===== config.mk =====
export PLATFORM = sky130hd
export DESIGN_NAME = battery_adc_corrected_average_unit
export DESIGN_NICKNAME = d
export VERILOG_FILES = /design/src/rtl/bacu_pkg.sv /design/src/rtl/bacu_ring.sv /design/src/rtl/bacu_alu.sv /design/src/rtl/battery_adc_corrected_average_unit.sv
export VERILOG_INCLUDE_DIRS = /design/src /design/src/rtl
export SDC_FILE = /design/constraint.sdc
export NUM_CORES = 1
export LEC_CHECK = 0
export BUFFER_PORTS_ARGS = -buffer_cell sky130_fd_sc_hd__buf_2
export CORE_AREA = 4 4 168 170
export CTS_CLUSTER_SIZE = 20
export DETAILED_ROUTE_END_ITERATION = 8
export DIE_AREA = 0 0 172 174
export PLACE_DENSITY = 0.67
export SKIP_LAST_GASP = 1
export SYNTH_ARGS = -nofsm -noshare
export SYNTH_HDL_FRONTEND = slang
export SYNTH_HIERARCHICAL = 1
export SYNTH_SLANG_ARGS = --single-unit

===== constraint.sdc =====
create_clock -name clk -period 11.95 [get_ports clk]
set_clock_uncertainty 0.2 [all_clocks]
set_input_delay 1.195 -clock clk [delete_from_list [all_inputs] [get_ports clk]]
set_output_delay 1.195 -clock clk [all_outputs]
set_load 0.02 [all_outputs]

===== src/rtl/assert_macros.svh =====
// Assertion macros shared by the battery ADC averaging RTL.
`ifndef ASSERT_MACROS_SVH
`define ASSERT_MACROS_SVH

// Checks a property on every rising edge of clk, ignored while arst_n is low.
`define BACU_ASSERT(label, prop, msg) \
	label: assert property (@(posedge clk) disable iff (!arst_n) (prop)) else $error(msg);

// Checks that a condition in one cycle is followed by another in the next cycle.
`define BACU_ASSERT_NEXT(label, ante, cons, msg) \
	label: assert property (@(posedge clk) disable iff (!arst_n) (ante) |=> (cons)) else $error(msg);

`endif


===== src/rtl/bacu_pkg.sv =====
// Package with the constants, types and sequencer states of the battery ADC averaging unit.
package bacu_pkg;

	localparam int HISTORY_DEPTH = 8;
	// The rounding step is a power of two, so the rounding reduces to an add and a mask.
	localparam int STEP_SIZE     = 4;
	localparam int ROUND_ADDON   = STEP_SIZE / 2;

	localparam int SAMPLE_W  = 12;
	localparam int OFFSET_W  = 10;
	localparam int CORR_W    = 13;
	localparam int AVG_W     = 13;
	localparam int FILL_W    = $clog2(HISTORY_DEPTH + 1);
	localparam int PTR_W     = $clog2(HISTORY_DEPTH);
	localparam int CORR_MAX  = (1 << SAMPLE_W) - 1 + (1 << OFFSET_W) - 1;
	localparam int SUM_W     = $clog2(HISTORY_DEPTH * CORR_MAX + 1);
	localparam int DIV_CNT_W = $clog2(SUM_W);

	localparam int IN_DATA_W  = ((SAMPLE_W + OFFSET_W + 7) / 8) * 8;
	localparam int OUT_FLD_W  = 2 * AVG_W + FILL_W;
	localparam int OUT_DATA_W = ((OUT_FLD_W + 7) / 8) * 8;
	localparam int OUT_PAD_W  = OUT_DATA_W - OUT_FLD_W;

	typedef enum logic [2:0] {
		ST_IDLE,
		ST_ADD_OFF,
		ST_SUM,
		ST_DIV,
		ST_FINISH
	} bacu_state_t;

	typedef struct packed {
		logic load;
		logic add;
		logic div_step;
	} bacu_alu_ctrl_t;

endpackage


===== src/rtl/bacu_ring.sv =====
// History rings of corrected samples and stored averages, one write and one read address.
module bacu_ring (
	input  logic                          clk,
	input  logic                          corr_we,
	input  logic                          avg_we,
	input  logic [bacu_pkg::PTR_W-1:0]    wr_addr,
	input  logic [bacu_pkg::CORR_W-1:0]   corr_wdata,
	input  logic [bacu_pkg::AVG_W-1:0]    avg_wdata,
	input  logic [bacu_pkg::PTR_W-1:0]    rd_addr,
	output logic [bacu_pkg::CORR_W-1:0]   corr_rdata,
	output logic [bacu_pkg::AVG_W-1:0]    avg_rdata
);
	import bacu_pkg::*;

	logic [CORR_W-1:0] corr_q [HISTORY_DEPTH];
	logic [AVG_W-1:0]  avg_q  [HISTORY_DEPTH];

	// Entries are only read once written, as the fill count limits how far back the sum goes.
	always_ff @(posedge clk) begin
		if (corr_we) begin
			corr_q[wr_addr] <= corr_wdata;
		end
		if (avg_we) begin
			avg_q[wr_addr] <= avg_wdata;
		end
	end

	assign corr_rdata = corr_q[rd_addr];
	assign avg_rdata  = avg_q[rd_addr];

endmodule


===== src/rtl/bacu_alu.sv =====
// Shared add and restoring-divide unit with its accumulator and remainder registers.
module bacu_alu (
	input  logic                            clk,
	input  bacu_pkg::bacu_alu_ctrl_t        ctrl,
	input  logic [bacu_pkg::SUM_W-1:0]      load_val,
	input  logic [bacu_pkg::SUM_W-1:0]      addend,
	input  logic [bacu_pkg::FILL_W-1:0]     divisor,
	output logic [bacu_pkg::SUM_W-1:0]      acc,
	output logic [bacu_pkg::FILL_W-1:0]     rem,
	output logic [bacu_pkg::SUM_W-1:0]      sum
);
	import bacu_pkg::*;

	logic [SUM_W-1:0]  acc_q;
	logic [FILL_W-1:0] rem_q;
	logic [FILL_W:0]   shift_val;
	logic [SUM_W:0]    op_a;
	logic [SUM_W:0]    op_b;
	logic [SUM_W:0]    res;
	logic              cin;
	logic              q_bit;

	assign shift_val = {rem_q, acc_q[SUM_W-1]};

	// In a divide step the adder forms the trial subtraction as a + ~b + 1.
	always_comb begin
		if (ctrl.div_step) begin
			op_a = (SUM_W + 1)'(shift_val);
			op_b = ~((SUM_W + 1)'(divisor));
			cin  = 1'b1;
		end else begin
			op_a = {1'b0, acc_q};
			op_b = {1'b0, addend};
			cin  = 1'b0;
		end
		res   = op_a + op_b + (SUM_W + 1)'(cin);
		q_bit = ~res[SUM_W];
	end

	always_ff @(posedge clk) begin
		if (ctrl.load) begin
			acc_q <= load_val;
			rem_q <= '0;
		end else if (ctrl.add) begin
			acc_q <= res[SUM_W-1:0];
		end else if (ctrl.div_step) begin
			acc_q <= {acc_q[SUM_W-2:0], q_bit};
			rem_q <= q_bit ? res[FILL_W-1:0] : shift_val[FILL_W-1:0];
		end
	end

	assign acc = acc_q;
	assign rem = rem_q;
	assign sum = res[SUM_W-1:0];

endmodule


===== src/rtl/battery_adc_corrected_average_unit.sv =====
// Battery ADC averaging unit: takes one raw sample and offset per input word and returns one
// averaged word. The corrected sample, the two previous corrected samples and the older stored
// averages (fill - 1 history entries in all) are summed one entry per cycle by a single shared
// adder, and the sum is then divided by the fill count with a restoring divider that produces
// one quotient bit per cycle on the same adder. An input word occupies the unit until its result
// enters the output register, and s_axis_tready is low meanwhile. A finished word waits in an
// output register, so the next input word is taken while it is still unread. History is empty
// after reset; no clearing pass runs.
module battery_adc_corrected_average_unit (
	input  logic                               clk,
	input  logic                               arst_n,
	input  logic                               s_axis_tvalid,
	output logic                               s_axis_tready,
	// Fields from bit 0: sample[11:0], offset[21:12], zero padding.
	input  logic [bacu_pkg::IN_DATA_W-1:0]     s_axis_tdata,
	output logic                               m_axis_tvalid,
	input  logic                               m_axis_tready,
	// Fields from bit 0: level[12:0], average[25:13], fill[29:26], zero padding.
	output logic [bacu_pkg::OUT_DATA_W-1:0]    m_axis_tdata
);
	import bacu_pkg::*;

	bacu_state_t    state_q, state_d;
	bacu_alu_ctrl_t alu_ctrl;

	logic [PTR_W-1:0]     head_q;
	logic [PTR_W-1:0]     rd_q;
	logic [FILL_W-1:0]    fill_q;
	logic [FILL_W-1:0]    taken_q;
	logic [DIV_CNT_W-1:0] divcnt_q;
	logic [OFFSET_W-1:0]  off_q;
	logic                 out_valid_q;
	logic [AVG_W-1:0]     out_level_q;
	logic [AVG_W-1:0]     out_avg_q;
	logic [FILL_W-1:0]    out_fill_q;

	logic                 accept;
	logic                 out_free;
	logic                 corr_we;
	logic                 avg_we;
	logic [SUM_W-1:0]     addend;
	logic [SUM_W-1:0]     acc;
	logic [FILL_W-1:0]    rem;
	logic [SUM_W-1:0]     sum;
	logic [CORR_W-1:0]    corr_rdata;
	logic [AVG_W-1:0]     avg_rdata;
	logic [AVG_W-1:0]     avg_val;
	logic [AVG_W:0]       lvl_sum;
	logic [AVG_W-1:0]     lvl_val;

	function automatic logic [PTR_W-1:0] prev_slot(input logic [PTR_W-1:0] pos);
		return (pos == '0) ? PTR_W'(HISTORY_DEPTH - 1) : pos - PTR_W'(1);
	endfunction

	assign accept   = s_axis_tvalid && s_axis_tready;
	assign out_free = !out_valid_q || m_axis_tready;

	assign avg_val = acc[AVG_W-1:0];
	assign lvl_sum = (AVG_W + 1)'(avg_val) + (AVG_W + 1)'(ROUND_ADDON);
	assign lvl_val = AVG_W'((lvl_sum / STEP_SIZE) * STEP_SIZE);

	always_ff @(posedge clk or negedge arst_n) begin
		if (!arst_n) begin
			state_q <= ST_IDLE;
		end else begin
			state_q <= state_d;
		end
	end

	always_comb begin
		state_d       = state_q;
		alu_ctrl      = '0;
		addend        = '0;
		corr_we       = 1'b0;
		avg_we        = 1'b0;
		s_axis_tready = 1'b0;
		case (state_q)
			ST_IDLE: begin
				s_axis_tready = 1'b1;
				if (s_axis_tvalid) begin
					alu_ctrl.load = 1'b1;
					state_d       = ST_ADD_OFF;
				end
			end
			ST_ADD_OFF: begin
				// The corrected sample is written to history straight from the adder.
				alu_ctrl.add = 1'b1;
				addend       = SUM_W'(off_q);
				corr_we      = 1'b1;
				state_d      = ST_SUM;
			end
			ST_SUM: begin
				if (taken_q == fill_q - FILL_W'(1)) begin
					state_d = ST_DIV;
				end else begin
					alu_ctrl.add = 1'b1;
					// The two newest history entries count as corrected samples, older ones as averages.
					addend = (taken_q < FILL_W'(2)) ? SUM_W'(corr_rdata) : SUM_W'(avg_rdata);
				end
			end
			ST_DIV: begin
				alu_ctrl.div_step = 1'b1;
				if (divcnt_q == DIV_CNT_W'(SUM_W - 1)) begin
					state_d = ST_FINISH;
				end
			end
			ST_FINISH: begin
				if (out_free) begin
					avg_we  = 1'b1;
					state_d = ST_IDLE;
				end
			end
			default: begin
				state_d = ST_IDLE;
			end
		endcase
	end

	always_ff @(posedge clk or negedge arst_n) begin
		if (!arst_n) begin
			head_q      <= '0;
			fill_q      <= '0;
			out_valid_q <= 1'b0;
		end else begin
			if (accept && (fill_q < FILL_W'(HISTORY_DEPTH))) begin
				fill_q <= fill_q + FILL_W'(1);
			end
			if (avg_we) begin
				head_q      <= (head_q == PTR_W'(HISTORY_DEPTH - 1)) ? '0 : head_q + PTR_W'(1);
				out_valid_q <= 1'b1;
			end else if (m_axis_tready) begin
				out_valid_q <= 1'b0;
			end
		end
	end

	always_ff @(posedge clk) begin
		if (accept) begin
			off_q <= s_axis_tdata[SAMPLE_W +: OFFSET_W];
			rd_q  <= prev_slot(head_q);
		end
		if (state_q == ST_ADD_OFF) begin
			taken_q <= '0;
		end else if (alu_ctrl.add) begin
			taken_q <= taken_q + FILL_W'(1);
			rd_q    <= prev_slot(rd_q);
		end
		if (state_q == ST_SUM) begin
			divcnt_q <= '0;
		end else if (alu_ctrl.div_step) begin
			divcnt_q <= divcnt_q + DIV_CNT_W'(1);
		end
		if (avg_we) begin
			out_level_q <= lvl_val;
			out_avg_q   <= avg_val;
			out_fill_q  <= fill_q;
		end
	end

	bacu_alu u_alu (
		.clk      (clk),
		.ctrl     (alu_ctrl),
		.load_val (SUM_W'(s_axis_tdata[SAMPLE_W-1:0])),
		.addend   (addend),
		.divisor  (fill_q),
		.acc      (acc),
		.rem      (rem),
		.sum      (sum)
	);

	bacu_ring u_ring (
		.clk        (clk),
		.corr_we    (corr_we),
		.avg_we     (avg_we),
		.wr_addr    (head_q),
		.corr_wdata (sum[CORR_W-1:0]),
		.avg_wdata  (avg_val),
		.rd_addr    (rd_q),
		.corr_rdata (corr_rdata),
		.avg_rdata  (avg_rdata)
	);

	assign m_axis_tvalid = out_valid_q;
	assign m_axis_tdata  = {{OUT_PAD_W{1'b0}}, out_fill_q, out_avg_q, out_level_q};

	`include "assert_macros.svh"

	`BACU_ASSERT_NEXT(a_accept_starts, accept, state_q == ST_ADD_OFF, "accepted word did not start the sequence")
	`BACU_ASSERT(a_rem_below_fill, (state_q != ST_FINISH) || (rem < fill_q), "division remainder not below fill count")
	`BACU_ASSERT(a_out_fill_range, !out_valid_q || ((out_fill_q != '0) && (out_fill_q <= FILL_W'(HISTORY_DEPTH))), "result fill count out of range")
	`BACU_ASSERT(a_level_near_avg, !out_valid_q || (((AVG_W + 1)'(out_level_q) + (AVG_W + 1)'(ROUND_ADDON) >= (AVG_W + 1)'(out_avg_q)) && ((AVG_W + 1)'(out_level_q) <= (AVG_W + 1)'(out_avg_q) + (AVG_W + 1)'(ROUND_ADDON))), "level too far from average")

endmodule


==> results of run 1 <==
## sequential cells by signal, indices dropped and copies added, names as in the netlist
name / flops
u_ring/avg_q: 104
taken_q: 4
state_q: 3
m_axis_tvalid: 1
out_level_q: 11
out_fill_q: 4
rd_q: 3
u_alu/rem: 4
off_q: 10
head_q: 3
divcnt_q: 4
fill_q: 4
out_avg_q: 13
u_alu/acc: 16
u_ring/corr_q: 104
## cells in the final DEF (no fill, tap or decap), types with 11 or more instances in the layout
master / instances
edfxtp_1: 262
nand2_1: 63
buf_2: 55
mux4_1: 46
mux2i_1: 32
nor2_1: 32
mux2_2: 31
clkbuf_16: 31
a21oi_1: 28
o21ai_0: 28
ha_1: 26
buf_4: 23
inv_1: 22
xnor2_1: 21
nand3_1: 15
nand2b_1: 13
or2_2: 13
nor2b_1: 13
dfxtp_1: 13
conb_1: 11
dfrtp_1: 11
## power groups by stage
stage,clock network (mW),logic [mW],registers (mW)
final,0.897,1.71,1.78
after global routing,0.965,1.87,1.80
after CTS,0.915,1.71,1.78
after detailed placement,0,1.71,1.80
after global placement,0,1.67,1.80
after floorplan,0,1.33,1.67
## tightest hold or removal path: stages (launching register included)
cell,delay [ns]
dfxtp_1,0.33
nand2_1,0.05
o21ai_0,0.06
## layout make-up
cell class	count	area share, %
Multi-Input combinational cell	480	29.87
Clock inverter	17	0.9744
Tap cell	341	2.889
Inverter	22	0.5592
Timing Repair Buffer	78	3.033
Sequential cell	288	57.19
Clock buffer	40	5.482
## through the flow
stage	cell area [um^2]	utilization, %	cells	power (mW)	hold slack [ns]
detailed placement	13810	51.69	1209	3.508	0.2453
global route	14770	55.25	1266	4.632	0.2980
finish	14770	55.25	1266	4.387	0.2613
CTS	14770	55.25	1266	4.410	0.2600
floorplan	13150	-	832	3.004	0.2196
global placement	13810	51.69	1209	3.461	0.2374
## per-layer routing
| metal | up-vias | wire (um) |
|---|---|---|
| li1 | 3366 | - |
| met1 | 3653 | 12330 |
| met2 | 211 | 13160 |
| met3 | 33 | 1597 |
| met4 | 0 | 416 |
| met5 | - | 0 |
## worst paths after layout
path,to,slack (ns),cells after the start
worst min-delay path,u_alu/rem[3]$_SDFFE_PP0P_,0.26,2
worst max register to register,u_ring/corr_q[5][12]$_DFFE_PP_,6.68,13
max in group asynchronous,head_q[0]$_DFFE_PN0P_,11.02,1
worst min register to register,u_alu/rem[3]$_SDFFE_PP0P_,0.26,2
worst max-delay path,u_ring/corr_q[5][12]$_DFFE_PP_,6.68,13
min in group asynchronous,state_q[0]$_DFFE_PN0P_,0.31,1
==> results.cfg, run 1 <==
[timing]
slew_headroom_pct = 25.91
hold_viol = 0
rsz0062_at_grt = false
fin_ws_ns = 6.675
tightest_slew_ns = 1.111
fmax_mhz = 189.6
setup_viol = 0
timing.final.crit_share_pct = 44.14
finalMaxSlewViolations = 0
period_minus_slack_ns = 5.275
fin_setup_tns_ns = 0

[worst_setup_path]
cp-end-kind = flop
cp_max_fo = 28
reg2reg_from = rd_q[0]$_DFF_P_
worstSetupStartpoint = rd_q[0]$_DFF_P_
critPathSlowestCell = dfxtp_2
critPathArrivalTime_ns = 5.33
worstSetupStartpointType = flop
crit_family = compound AO/OA/AOI/OAI gates
cpPeakStageDelay_ns = 0.88
path_buf_inv = 1
crit_required_ns = 12.01
critical_path_class = flop to flop
worstPathCellList = buf_4, mux4_1, mux2_2, mux2i_1, o21ai_0, o21ai_0, fa_1, fa_1, nand2b_1, a211oi_2, nor2_2, o21bai_1, xor2_1

[global_routing]
antenna_found_initial = 0
grt_pass1_wl_um = 42340
grt_max_degree = 47
gr-total-overflow = 0
grtUsageMet3_pct = 2.934
grt_use_total_pct = 18.45
grt_util_met2_pct = 29.71
busiest_layer = met2
grt_pass1_vias = 7181
met1_usage_pct = 26.88

[floorplanning]
num_rows = 60
core_area_um2 = 26730
die_h_um = 174
die_x_um = 172
io_pins = 62
start_util_pct = 49.06
die-area_um2 = 29930

[final_layout]
diodes = 0
multi_input_area_um2 = 4410
nFillCells = 2134
syn_to_final_growth_pct = 12.61
drive_gt1_share_pct = 21.84
seq_area_um2 = 8446
layout.nets = 957

[routing]
totalWireLength_um = 27510
drt-wirelength-per-cell_um = 21.73
drtIter0Drc = 663
antenna_left = 0
post-route-drc-count = 0
first_pass_iters = 5
vias = 7263
vias_per_cell = 5.737

[synthesis]
synth.avg_cell_area_um2 = 15.95
syn_inst = 822
yosys_warnings = 6
syn_area_um2 = 13110

[power_and_ir_drop]
p_comb_share_pct = 39.1
clockPowerShare_pct = 20.5
pwr-share-seq_pct = 40.5
p_sw_share_pct = 36.71
power_switching_mw = 1.610
internal-power_mw = 2.777
p_leak_nw = 5.279
vdd_drop_max_v = 0.0002023
p_per_area_nw_per_um2 = 297.1

[placement]
gp_congestion = 0.8116
port_buffers = 55
dp_hpwl_um = 17430
post-place-ws_ns = 6.653

[flow_run]
drv_cap = 0

[clocking]
cts_resized = 0
hold_buffers = 0
cts_tree = built
htree_levels = 1
clock_latency_ns = 0.55
cts_root_buf = clkbuf_16
cts.sinks = 288
cts_buffer_depth = 3
postCtsSetupBuffers = 0
cts.clk_slew.worst_paths_ns = 0.06
cts_buffers = 31

[worst_hold_path]
min_from = u_alu/rem[3]$_SDFFE_PP0P_
holdCritPathClass = flop to flop

[outcome]
status = complete, no violations
No activity file was read; power rests on OpenSTA's default activity.
==> inputs of run 2 (changes only) <==
--- a/config.mk
+++ b/config.mk
@@ -11,7 +11,7 @@
 export CTS_CLUSTER_SIZE = 20
 export DETAILED_ROUTE_END_ITERATION = 8
 export DIE_AREA = 0 0 172 174
-export PLACE_DENSITY = 0.67
+export PLACE_DENSITY = 0.7
 export SKIP_LAST_GASP = 1
 export SYNTH_ARGS = -nofsm -noshare
 export SYNTH_HDL_FRONTEND = slang
==> constraint.sdc (replaced) <==
create_clock -name clk -period 4.24 [get_ports clk]
set_clock_uncertainty 0.2 [all_clocks]
set_input_delay 0.424 -clock clk [delete_from_list [all_inputs] [get_ports clk]]
set_output_delay 0.424 -clock clk [all_outputs]
set_load 0.02 [all_outputs]
==> run 2 against run 1 <==
Against the previous run:
- utilization rose by 2.4 points
- combinational power grew to 3.4 times the previous value
- sequential share of layout area fell by 2.4 points
- register-to-register slack lost 6.6 ns
==> results.cfg, run 2 (synthesis results as in run 1) <==
[power_and_ir_drop]
p_leak_nw = 5.617
power_mw = 13.13
vdd_drop_max_v = 0.0004955
p_per_area_nw_per_um2 = 852.2

[worst_setup_path]
timing.reg2reg.setup_slack_ns = 0.1
critical_path_class = flop to flop
critPathArrivalTime_ns = 4.26
worstSetupStartpointType = flop
rr_worst_depth = 15
cpPeakStageDelay_ns = 0.59
crit_required_ns = 4.35
crit_family = multiplexers
worstPathCellList = buf_12, mux4_1, mux2_2, mux2i_1, o21ai_0, or2_2, ha_1, o211ai_1, a211oi_2, buf_4, nor2_2, buf_4, o21ai_4, mux2i_1, a211o_1
cp-end-kind = flop
cp_max_fo = 28
critPathSlowestCell = mux4_1
reg2reg_to = u_alu/acc[0]$_DFFE_PP_
path_buf_inv = 3
reg2reg_from = rd_q[0]$_DFF_P_

[final_layout]
multi_input_area_um2 = 4459
nFillCells = 2061
fin_util_pct = 57.67
design_area_um2 = 15410
seq_area_um2 = 8446
layout_commonest_cell = edfxtp_1
final_cell_mix = edfxtp_1 (262), nand2_1 (63), buf_4 (60)
syn_to_final_growth_pct = 17.55
layout.nets = 1020
diodes = 0
fin_cells = 1328
drive_gt1_share_pct = 25.23

[floorplanning]
die_x_um = 172
core_area_um2 = 26730
die_h_um = 174
io_pins = 62
num_rows = 60
start_util_pct = 49.06
die-area_um2 = 29930

[worst_hold_path]
holdPathEnd = u_alu/acc[7]$_DFFE_PP_
hold_depth = 4
min_from = s_axis_tdata[7]
holdCritPathClass = input port to flop

[timing]
hold_viol = 0
tightest_slew_ns = 0.6544
slew_headroom_pct = 56.37
whs_ns = 0.03869
period_minus_slack_ns = 4.143
fmax_mhz = 241.4
timing.final.crit_share_pct = 97.70
rsz0062_at_grt = true
finalMaxSlewViolations = 0
setup_viol = 0

[global_routing]
grt_max_degree = 37
grt_pass1_vias = 7480
gr-total-overflow = 0
grt_pass1_wl_um = 43240
antenna_found_initial = 0
grt_use_total_pct = 18.82

[placement]
port_buffers = 55
gp_congestion = 0.8732
dp.cells = 1250
dp_hpwl_um = 18260
dpl_cell_area_um2 = 14180

[clocking]
cts_root_buf = clkbuf_16
cts_buffer_depth = 3
cts_buffers = 30
clock_latency_ns = 0.57
cts_tree = built
cts.sinks = 288
htree_levels = 1
cts.clk_slew.worst_paths_ns = 0.07

[routing]
vias = 7495
first_pass_iters = 5
drt-wirelength-per-cell_um = 21.17
vias_per_cell = 5.644
antenna_left = 0
drtIter0Drc = 544
totalWireLength_um = 28110
post-route-drc-count = 0

[flow_run]
drv_cap = 0

[outcome]
status = complete, no violations
-- run 2: cell count changes in the layout (fill, tap and decap cells not counted), moves of 3 or more --
cell	change
buf_4	+37
dlygate4sd3_1	+22
buf_12	+5
clkbuf_1	-4
clkinv_1	+3
-- run 2: layout make-up --
class | instances | share of cell area [%]
clock buffer | 35 | 4.992
clock inverter | 20 | 1.193
inverter | 22 | 0.5358
multi-input combinational | 480 | 28.93
sequential | 288 | 54.79
tap | 341 | 2.768
timing repair buffer | 142 | 6.786
-- run 2: stage by stage --
stage | worst slack, ns | setup TNS (ns)
after global routing | -0.007060 | -0.007060
after floorplan | 0.01873 | 0
after global placement | 0.08068 | 0
final | 0.09745 | 0
after detailed placement | -0.006975 | -0.05471
after CTS | 0.01087 | 0
-- run 2: how the worst max path moves through the flow --
| stage | cells after the start | slack, ns | endpoint | startpoint |
|---|---|---|---|---|
| floorplan | 15 | 0.02 | u_alu/acc[0]$_DFFE_PP_ | state_q[2]$_DFFE_PN0P_ |
| global placement | 15 | 0.08 | u_ring/corr_q[4][12]$_DFFE_PP_ | fill_q[0]$_DFFE_PN0P_ |
| detailed placement | 15 | -0.007 | u_ring/corr_q[1][12]$_DFFE_PP_ | fill_q[0]$_DFFE_PN0P_ |
| CTS | 14 | 0.01 | u_alu/acc[9]$_DFFE_PP_ | rd_q[0]$_DFF_P_ |
| global route | 14 | -0.007 | u_alu/acc[11]$_DFFE_PP_ | rd_q[0]$_DFF_P_ |
| finish | 15 | 0.1 | u_alu/acc[0]$_DFFE_PP_ | rd_q[0]$_DFF_P_ |
-- run 2: worst register-to-register path, cell delays in order, from the launching register on --
cell,delay [ns]
dfxtp_2,0.37
buf_12,0.22
mux4_1,0.62
mux2_2,0.31
mux2i_1,0.13
o21ai_0,0.08
or2_2,0.28
ha_1,0.38
o211ai_1,0.16
a211oi_2,0.22
buf_4,0.17
nor2_2,0.04
buf_4,0.16
o21ai_4,0.17
mux2i_1,0.09
a211o_1,0.27
-- run 2: power breakdown --
group | leakage [nW] | total (mW) | internal [mW] | switching (mW)
Combinational | 2.53 | 5.88 | 2.54 | 3.34
Sequential | 2.63 | 4.76 | 4.43 | 0.325
Clock | 0.458 | 2.50 | 1.43 | 1.07
-- run 2: timing repair --
action / in CTS / in global routing
pin swaps: 0 / 1
buffers inserted: 0 / 1
hold buffers: 22 / 0
endpoints found under the hold margin: 33 / 0
setup endpoints to repair: 8 / 27
resized for setup: 1 / 9
-- run 2: routing by layer --
| metal | share of wire (%) | global-route usage [%] | wire [um] |
|---|---|---|---|
| met1 | 42 | 26.46 | 11890 |
| met3 | 6.4 | 3.184 | 1799 |
| met2 | 49 | 30.60 | 13640 |
| met4 | 2.8 | 5.142 | 779 |
| met5 | 0 | 0 | 0 |
==> inputs of run 3 (changes only) <==
--- a/config.mk
+++ b/config.mk
@@ -11,7 +11,7 @@
 export CTS_CLUSTER_SIZE = 20
 export DETAILED_ROUTE_END_ITERATION = 8
 export DIE_AREA = 0 0 172 174
-export PLACE_DENSITY = 0.7
+export PLACE_DENSITY = 0.67
 export SKIP_LAST_GASP = 1
 export SYNTH_ARGS = -nofsm -noshare
 export SYNTH_HDL_FRONTEND = slang
==> constraint.sdc (replaced) <==
create_clock -name clk -period 4.62 [get_ports clk]
set_clock_uncertainty 0.2 [all_clocks]
set_input_delay 0.462 -clock clk [delete_from_list [all_inputs] [get_ports clk]]
set_output_delay 0.462 -clock clk [all_outputs]
set_load 0.02 [all_outputs]
==> run 3 against run 2 <==
Against the previous run:
- setup slack gained 0.22 ns
- critical path depth decreased by 2
- fmax decreased by 3.7%
- non-clock buffer count down 20
- via count fell by 1.5%
- clock power shrank 12%
- first-iteration DRC count shrank 3.3%
- power fell by 11%
- flip-flop and latch count stayed put
- sequential power shrank 8.4%
- die area is the same
==> results.cfg, run 3 (synthesis results as in run 1) <==
[outcome]
status = complete, no violations

[timing]
period_minus_slack_ns = 4.302
fin_setup_tns_ns = 0
slew_headroom_pct = 48.63
finalMaxSlewViolations = 0
whs_ns = 0.02706
setup_viol = 0
fmax_mhz = 232.5
tightest_slew_ns = 0.7651
timing.final.crit_share_pct = 93.12
rsz0062_at_grt = false
hold_viol = 0

[placement]
dp_hpwl_um = 18220
port_buffers = 55
gp_congestion = 0.8675
dp.cells = 1239

[final_layout]
diodes = 0
fin_cells = 1306
nFillCells = 2078
layout.nets = 999
final_cell_mix = edfxtp_1 (262), nand2_1 (63), buf_2 (55)
drive_gt1_share_pct = 23.94
fin_util_pct = 56.59
syn_to_final_growth_pct = 15.33
layout_commonest_cell = edfxtp_1

[floorplanning]
die-area_um2 = 29930
die_h_um = 174
core_area_um2 = 26730
die_x_um = 172
num_rows = 60
io_pins = 62
start_util_pct = 49.06

[clocking]
cts_tree = built
htree_levels = 1
cts.clk_slew.worst_paths_ns = 0.06
cts.sinks = 288
cts_root_buf = clkbuf_16
clock_latency_ns = 0.55
cts_buffers = 29
cts_buffer_depth = 3

[worst_setup_path]
critPathArrivalTime_ns = 4.39
path_buf_inv = 3
worstSetupStartpointType = flop
crit_family = compound AO/OA/AOI/OAI gates
crit_required_ns = 4.71
cp-end-kind = flop
cp_max_fo = 28
worstPathCellList = nand2b_1, or2_2, inv_1, buf_4, mux2_2, inv_1, fa_1, nand2b_1, a211oi_2, nor2_2, o21ai_4, mux2i_1, a211o_1
cpPeakStageDelay_ns = 0.47
critical_path_class = flop to flop
critPathSlowestCell = dfrtp_1

[global_routing]
grt_max_degree = 47
antenna_found_initial = 0
grt_pass1_vias = 7439
gr-total-overflow = 0
grt_pass1_wl_um = 43520
grt_use_total_pct = 18.95

[routing]
post-route-drc-count = 0
vias = 7380
totalWireLength_um = 27990
vias_per_cell = 5.651
drtIter0Drc = 526
drt-wirelength-per-cell_um = 21.43
first_pass_iters = 5
antenna_left = 0

[power_and_ir_drop]
p_comb_share_pct = 43.6
clockPowerShare_pct = 19.0
p_leak_nw = 5.476
power_switching_mw = 4.203
pwr-share-seq_pct = 37.4
internal-power_mw = 7.444
p_per_area_nw_per_um2 = 770.1
vdd_drop_max_v = 0.0004858
p_sw_share_pct = 36.09

[flow_run]
drv_cap = 0

[worst_hold_path]
holdCritPathClass = input port to flop
[run 3: layout make-up]
class | instances | area (um^2) | share of cell area (%)
Multi-Input combinational cell | 480 | 4420 | 29.23
Timing Repair Buffer | 122 | 850.8 | 5.626
Clock inverter | 19 | 152.6 | 1.009
Sequential cell | 288 | 8446 | 55.84
Clock buffer | 34 | 744.5 | 4.923
Tap cell | 341 | 426.7 | 2.821
Inverter | 22 | 82.58 | 0.5460
[run 3: tightest hold or removal path: cells and delay by family]
family / cells / cell delay, ns
AND/OR/NAND/NOR: 2 / 0.20
buffers and inverters: 1 / 0.07
[run 3: worst paths after layout]
kind | startpoint | end | slack, ns | cells past startpoint
hold reg to reg | u_alu/rem[3]$_SDFFE_PP0P_ | u_alu/rem[3]$_SDFFE_PP0P_ | 0.27 | 2
setup / recovery | state_q[2]$_DFFE_PN0P_ | u_alu/acc[0]$_DFFE_PP_ | 0.32 | 13
min in group asynchronous | arst_n | head_q[2]$_DFFE_PN0P_ | 0.14 | 2
hold / removal | m_axis_tready | m_axis_tvalid$_DFFE_PN0P_ | 0.03 | 3
setup reg to reg | state_q[2]$_DFFE_PN0P_ | u_alu/acc[0]$_DFFE_PP_ | 0.32 | 13
max in group asynchronous | arst_n | fill_q[1]$_DFFE_PN0P_ | 3.85 | 2
[run 3: routing by layer]
layer / track usage (%) / vias to the layer above / routed length (um)
met3: 3.070 / 41 / 1432
met4: 4.782 / 0 / 613
met1: 27.99 / 3701 / 12710
met2: 29.71 / 197 / 13230
li1: - / 3441 / -
met5: 0 / - / 0
[run 3: power groups by stage]
stage	Sequential (mW)	Combinational [mW]	Clock, mW
floorplan	4.33	3.44	0
global placement	4.41	4.89	0
detailed placement	4.42	5.03	0
CTS	4.36	5.06	2.26
global route	4.40	5.55	2.39
finish	4.36	5.08	2.21
[run 3: stage by stage]
step	instance area, um^2	worst slack [ns]	power (mW)
floorplan	13150	0.3085	7.769
global placement	14070	0.3151	9.297
detailed placement	14070	0.2701	9.449
CTS	15110	0.2460	11.68
global route	15120	0.04922	12.34
finish	15120	0.3180	11.65
[run 3: timing repair]
item | in CTS | in global routing
setup endpoints to repair | 0 | 9
hold endpoints to repair | 24 | 0
setup buffers | 0 | 0
resized for setup | 0 | 2
hold buffers | 14 | 0
